File: config.mk
export PLATFORM = sky130hd
export DESIGN_NAME = spq_cell
export DESIGN_NICKNAME = d
export VERILOG_FILES = /design/src/hdl/spq_pkg.sv /design/src/hdl/spq_cell.sv
export SDC_FILE = /design/constraint.sdc
export NUM_CORES = 1
export LEC_CHECK = 0
export BUFFER_PORTS_ARGS = -buffer_cell sky130_fd_sc_hd__buf_2
export CAP_MARGIN = 5
export CORE_AREA = 2 2 142 144
export DETAILED_ROUTE_END_ITERATION = 6
export DIE_AREA = 0 0 144 146
export PLACE_DENSITY = 0.58
export SETUP_SLACK_MARGIN = 0.4
export SLEW_MARGIN = 30
export SYNTH_ARGS = -nofsm -noshare
export SYNTH_HDL_FRONTEND = slang
export SYNTH_SLANG_ARGS = --single-unit
File: constraint.sdc
create_clock -name clk -period 7.1 [get_ports clk]
set_input_delay 0.355 -clock clk [delete_from_list [all_inputs] [get_ports clk]]
set_output_delay 0.355 -clock clk [all_outputs]
set_load 0.01 [all_outputs]
File: src/hdl/spq_pkg.sv
`timescale 1ns / 1ps

package spq_pkg;

    localparam int DEPTH = 16;
    localparam int CNT_W = $clog2(DEPTH + 1);
    localparam int OCC_W = 5;
    localparam int ID_W = 31;
    localparam int AGE_W = 8;
    localparam int NAME_W = 32;

    localparam logic [2:0] KIND_INSERT = 3'd0;
    localparam logic [2:0] KIND_POP = 3'd1;
    localparam logic [2:0] KIND_SEARCH = 3'd2;
    localparam logic [2:0] KIND_PEEK_FIRST = 3'd3;
    localparam logic [2:0] KIND_PEEK_LAST = 3'd4;
    localparam logic [2:0] KIND_LIST = 3'd5;

    localparam logic [1:0] STATUS_OK = 2'd0;
    localparam logic [1:0] STATUS_EMPTY = 2'd1;
    localparam logic [1:0] STATUS_FULL = 2'd2;
    localparam logic [1:0] STATUS_NOT_FOUND = 2'd3;

    typedef struct packed {
        logic [2:0]        kind;
        logic [ID_W-1:0]   person_id;
        logic [AGE_W-1:0]  age_key;
        logic [NAME_W-1:0] name_handle;
    } req_t;

    typedef struct packed {
        logic [1:0]        status;
        logic [ID_W-1:0]   out_id;
        logic [AGE_W-1:0]  out_age;
        logic [NAME_W-1:0] out_name;
        logic [OCC_W-1:0]  occupancy;
        logic              last;
    } rsp_t;

    typedef struct packed {
        logic [ID_W-1:0]   id;
        logic [AGE_W-1:0]  age;
        logic [NAME_W-1:0] name;
    } entry_t;

    localparam int ENT_W = $bits(entry_t);

    typedef enum logic [1:0] {
        CELL_HOLD,
        CELL_INSERT,
        CELL_ROTATE
    } cell_op_t;

endpackage

File: src/hdl/spq_cell.sv
`timescale 1ns / 1ps

module spq_cell
(
    input  logic              clk,
    input  spq_pkg::cell_op_t op,
    input  spq_pkg::entry_t   new_ent,
    input  spq_pkg::entry_t   left_ent,
    input  logic              left_shift,
    input  spq_pkg::entry_t   right_ent,
    input  spq_pkg::entry_t   head_ent,
    input  logic              valid,
    input  logic              tail,
    output spq_pkg::entry_t   ent,
    output logic              shift,
    output logic              match
);

    spq_pkg::entry_t ent_reg;
    spq_pkg::entry_t ent_next;

    // A cell moves back on insert when it is empty or holds a strictly older key.
    assign shift = !valid || (ent_reg.age > new_ent.age);
    assign match = valid && (ent_reg.id == new_ent.id);
    assign ent = ent_reg;

    always_comb
    begin
        ent_next = ent_reg;
        unique case (op)
            spq_pkg::CELL_HOLD:
            begin
                ent_next = ent_reg;
            end
            spq_pkg::CELL_INSERT:
            begin
                if (shift)
                begin
                    ent_next = left_shift ? left_ent : new_ent;
                end
            end
            spq_pkg::CELL_ROTATE:
            begin
                ent_next = tail ? head_ent : right_ent;
            end
            default:
            begin
                ent_next = ent_reg;
            end
        endcase
    end

    always_ff @(posedge clk)
    begin
        ent_reg <= ent_next;
    end

endmodule

==> reports/qor.csv <==
stage,metric,value,unit
run_status,outcome,"complete, no violations",
clock_tree,clock sinks,71,
grt,total track usage,15.4,%
final_layout,most frequent cells in the layout,"buf_2 (360), a21oi_1 (73), mux2i_1 (71), edfxtp_1 (71), nor2b_1 (66)",
place,gpl congestion,0.762,
timing,max_slew headroom,41.0,%
power,switching part of the total,28.4,%
timing,worst slew pin tran,0.886,ns
synth,synth unique cells,24,
routing,DR WL/cell,15.6,µm
setup_path,WP data arrival,2.42,ns
synth,asr flop ratio synth,0,%
place,Post-Place Worst Slack,4.06,ns
timing,Final Setup Violations,0,
synth,Syn. warnings,0,
clock_tree,CTS resizes,0,
final_layout,post-route design area,7330,µm²
die,area of the core,19300,µm²
die,DIE HEIGHT,146,µm
power,maximum vdd drop,0.000101,V
die,die area,21000,µm²
setup_path,Critical Path Start Type,input pin,
setup_path,R2R Setup Slk,4.78,ns
setup_path,Worst R2R Start,ent[38]$_DFFE_PP_,
setup_path,crit end category,flip-flop,
die,Die Wd,144,µm
worst_hold_path,Hold Crit Start,left_ent[28],
power,combinational power share,25.5,%
worst_hold_path,Min-Delay Endpoint,ent[28]$_DFFE_PP_,
final_layout,share of layout cells above drive strength 1,48.5,%
clock_tree,clk_lat worst skew,0.34,ns
clock_tree,buffer count from post-CTS setup fixing,0,
timing,Fin Hold WS,0.369,ns
routing,1st-iter DRT viols,185,
die,Initial Util,26.0,%
routing,Final Routed Wirelength,16900,µm
grt,pin count of the biggest net entering global routing,83,
setup_path,slowest cell on the critical path,buf_6,
timing,Setup TNS,0,ns
run,max cap viols,0,
routing,post-DR vias/cell,4.52,
place,Post-DP HPWL,13300,µm
synth,synthesized area,5020,µm²
synth,Syn Nets,768,
final_layout,P&R area growth vs syn,46.0,%
setup_path,worst-path maximum fanout,71,
timing,RSZ-0062 raised after global routing,no,
routing,drt first pass iters,4,
routing,residual DRC count,0,
place,number of port buffers,362,
clock_tree,CTS tree,yes,
synth,Syn Inst Count,470,
grt,first-pass GRT wire length,25000,µm
synth,share of the yosys chip area belonging to registers,42.5,%
power,Leak Pwr,3.33,nW
clock_tree,Clock Tree Root,clkbuf_16,
timing,"Hold Violations, Final",0,
synth,#FFs+latches synth,71,
routing,Final ANT Viol Nets,0,
setup_path,critical path class,input pin to flip-flop,
routing,vias after detailed routing,4878,
synth,Mean Syn Cell Area,10.7,µm²
power,Int Pwr,1.00,mW
timing,Setup Skew,0.00723,ns
timing,PnR worst setup slack,4.65,ns
setup_path,Worst R2R End,ent[3]$_DFFE_PP_,
clock_tree,H-tree depth,3,
grt,initial antenna violation count,2,
final_layout,Largest register FFs,71,
synth,"EDFF count, synth",71,
setup_path,CP startpoint,op[1],
power,P_sw,0.397,mW
timing,Max Freq,408,MHz
timing,max-slew violations,0,
final_layout,"most common cell after layout, fill and taps aside",buf_2,
setup_path,CP required,7.07,ns
setup_path,"Cell Chain, Critical Path","buf_2, nor2b_4, buf_4, nor2b_1, a41o_1, a31oi_4, buf_6",
synth,top_reg_cell synth,edfxtp_1,
clock_tree,clock slew at reported path FFs,0.06,ns
setup_path,CP peak stage delay,0.55,ns
setup_path,Buf/Inv on CP,3,
grt,total gr overflow,0,
final_layout,Final #Nets,1107,
worst_hold_path,Hold WC Path Type,input pin to flip-flop,
timing,Tcrit/Tclk final,34.6,%
grt,vias in the first global route,4771,
power,Pwr Density,191,nW/µm²
setup_path,family with the most delay on the worst path,buffers and inverters,
power,Clock Power Share,35.3,%
worst_hold_path,hold depth,3,
place,placed cell area,7000,µm²
setup_path,R2R cell count,6,
die,io pins,363,
clock_tree,Longest Clk Path Bufs,2,
power,sequential share of power,39.3,%
clock_tree,# hold bufs at CTS,0,
die,site row count,51,
clock_tree,CTS Buf Count,9,
final_layout,final core occ,37.9,%
timing,minimum clock period,2.45,ns
-- routing by layer --
metal | vias to the layer above | wire length [µm] | global-route usage (%)
li1 | 2471 | - | -
met1 | 2164 | 6700 | 17.8
met2 | 211 | 8420 | 27.2
met3 | 30 | 1330 | 3.55
met4 | 2 | 414 | 5.98
met5 | - | 13 | 0
-- power by group through the flow --
| stage | clock (mW) | combinational [mW] | sequential [mW] |
|---|---|---|---|
| 6_report | 0.493 | 0.356 | 0.550 |
| 4_1_cts | 0.515 | 0.364 | 0.551 |
| 3_3_place_gp | 0 | 0.360 | 0.558 |
| 3_5_place_dp | 0 | 0.363 | 0.559 |
| 2_1_floorplan | 0 | 0.164 | 0.589 |
| 5_1_grt | 0.528 | 0.396 | 0.556 |
-- stage by stage --
stage | std cells | power (mW)
after floorplan | 470 | 0.753
after global placement | 1063 | 0.918
after detailed placement | 1063 | 0.923
after CTS | 1079 | 1.43
after global routing | 1080 | 1.48
final | 1080 | 1.40
-- cell usage after synthesis, types with 5 or more instances --
cell | number | area share, %
inv_1 | 9 | 0.67
ha_1 | 8 | 2.0
clkbuf_1 | 5 | 0.37
edfxtp_1 | 71 | 42
buf_6 | 5 | 1.1
a211oi_1 | 64 | 9.6
xnor2_1 | 8 | 1.4
a211oi_2 | 8 | 2.0
nor2b_1 | 67 | 8.3
buf_2 | 27 | 2.7
nor2_1 | 9 | 0.67
mux2i_1 | 71 | 14
a21oi_1 | 73 | 7.3
xor2_1 | 24 | 4.2
-- cells by family (layout without fill, tap and decap cells) --
family | after synthesis | after routing | share of synthesized area (%)
multiplexers | 71 | 71 | 14.2
other | 0 | 1 | 0
XOR/XNOR | 32 | 32 | 5.58
flip-flops | 71 | 71 | 42.5
AND/OR/NAND/NOR | 90 | 90 | 11.1
buffers and inverters | 48 | 392 | 5.16
AO/OA/AOI/OAI | 150 | 150 | 19.5
adder cells (fa/ha/maj) | 8 | 8 | 1.99
-- worst max path at each step --
stage,to,slack (ns),depth (start not counted)
2_1_floorplan,ent[0]$_DFFE_PP_,1.68,5
3_3_place_gp,ent[0]$_DFFE_PP_,4.11,7
3_5_place_dp,ent[13]$_DFFE_PP_,4.06,7
4_1_cts,ent[3]$_DFFE_PP_,4.44,7
5_1_grt,ent[3]$_DFFE_PP_,4.50,7
6_report,ent[3]$_DFFE_PP_,4.65,7
-- layout make-up --
type | count | area, µm²
diodes | 1 | 2.50
flip-flops and latches | 71 | 2130
inverters | 9 | 33.8
fillers | 2009 | 12000
multi-input cells | 351 | 2650
clock inverters | 7 | 96.3
repair buffers | 367 | 1860
well taps | 265 | 332
clock buffers | 9 | 225
-- tightest hold or removal path: stages --
cell      delay [ns]
buf_2           0.08
a211oi_1        0.06
a21oi_1         0.10
Power figures use the tool's default switching activity.
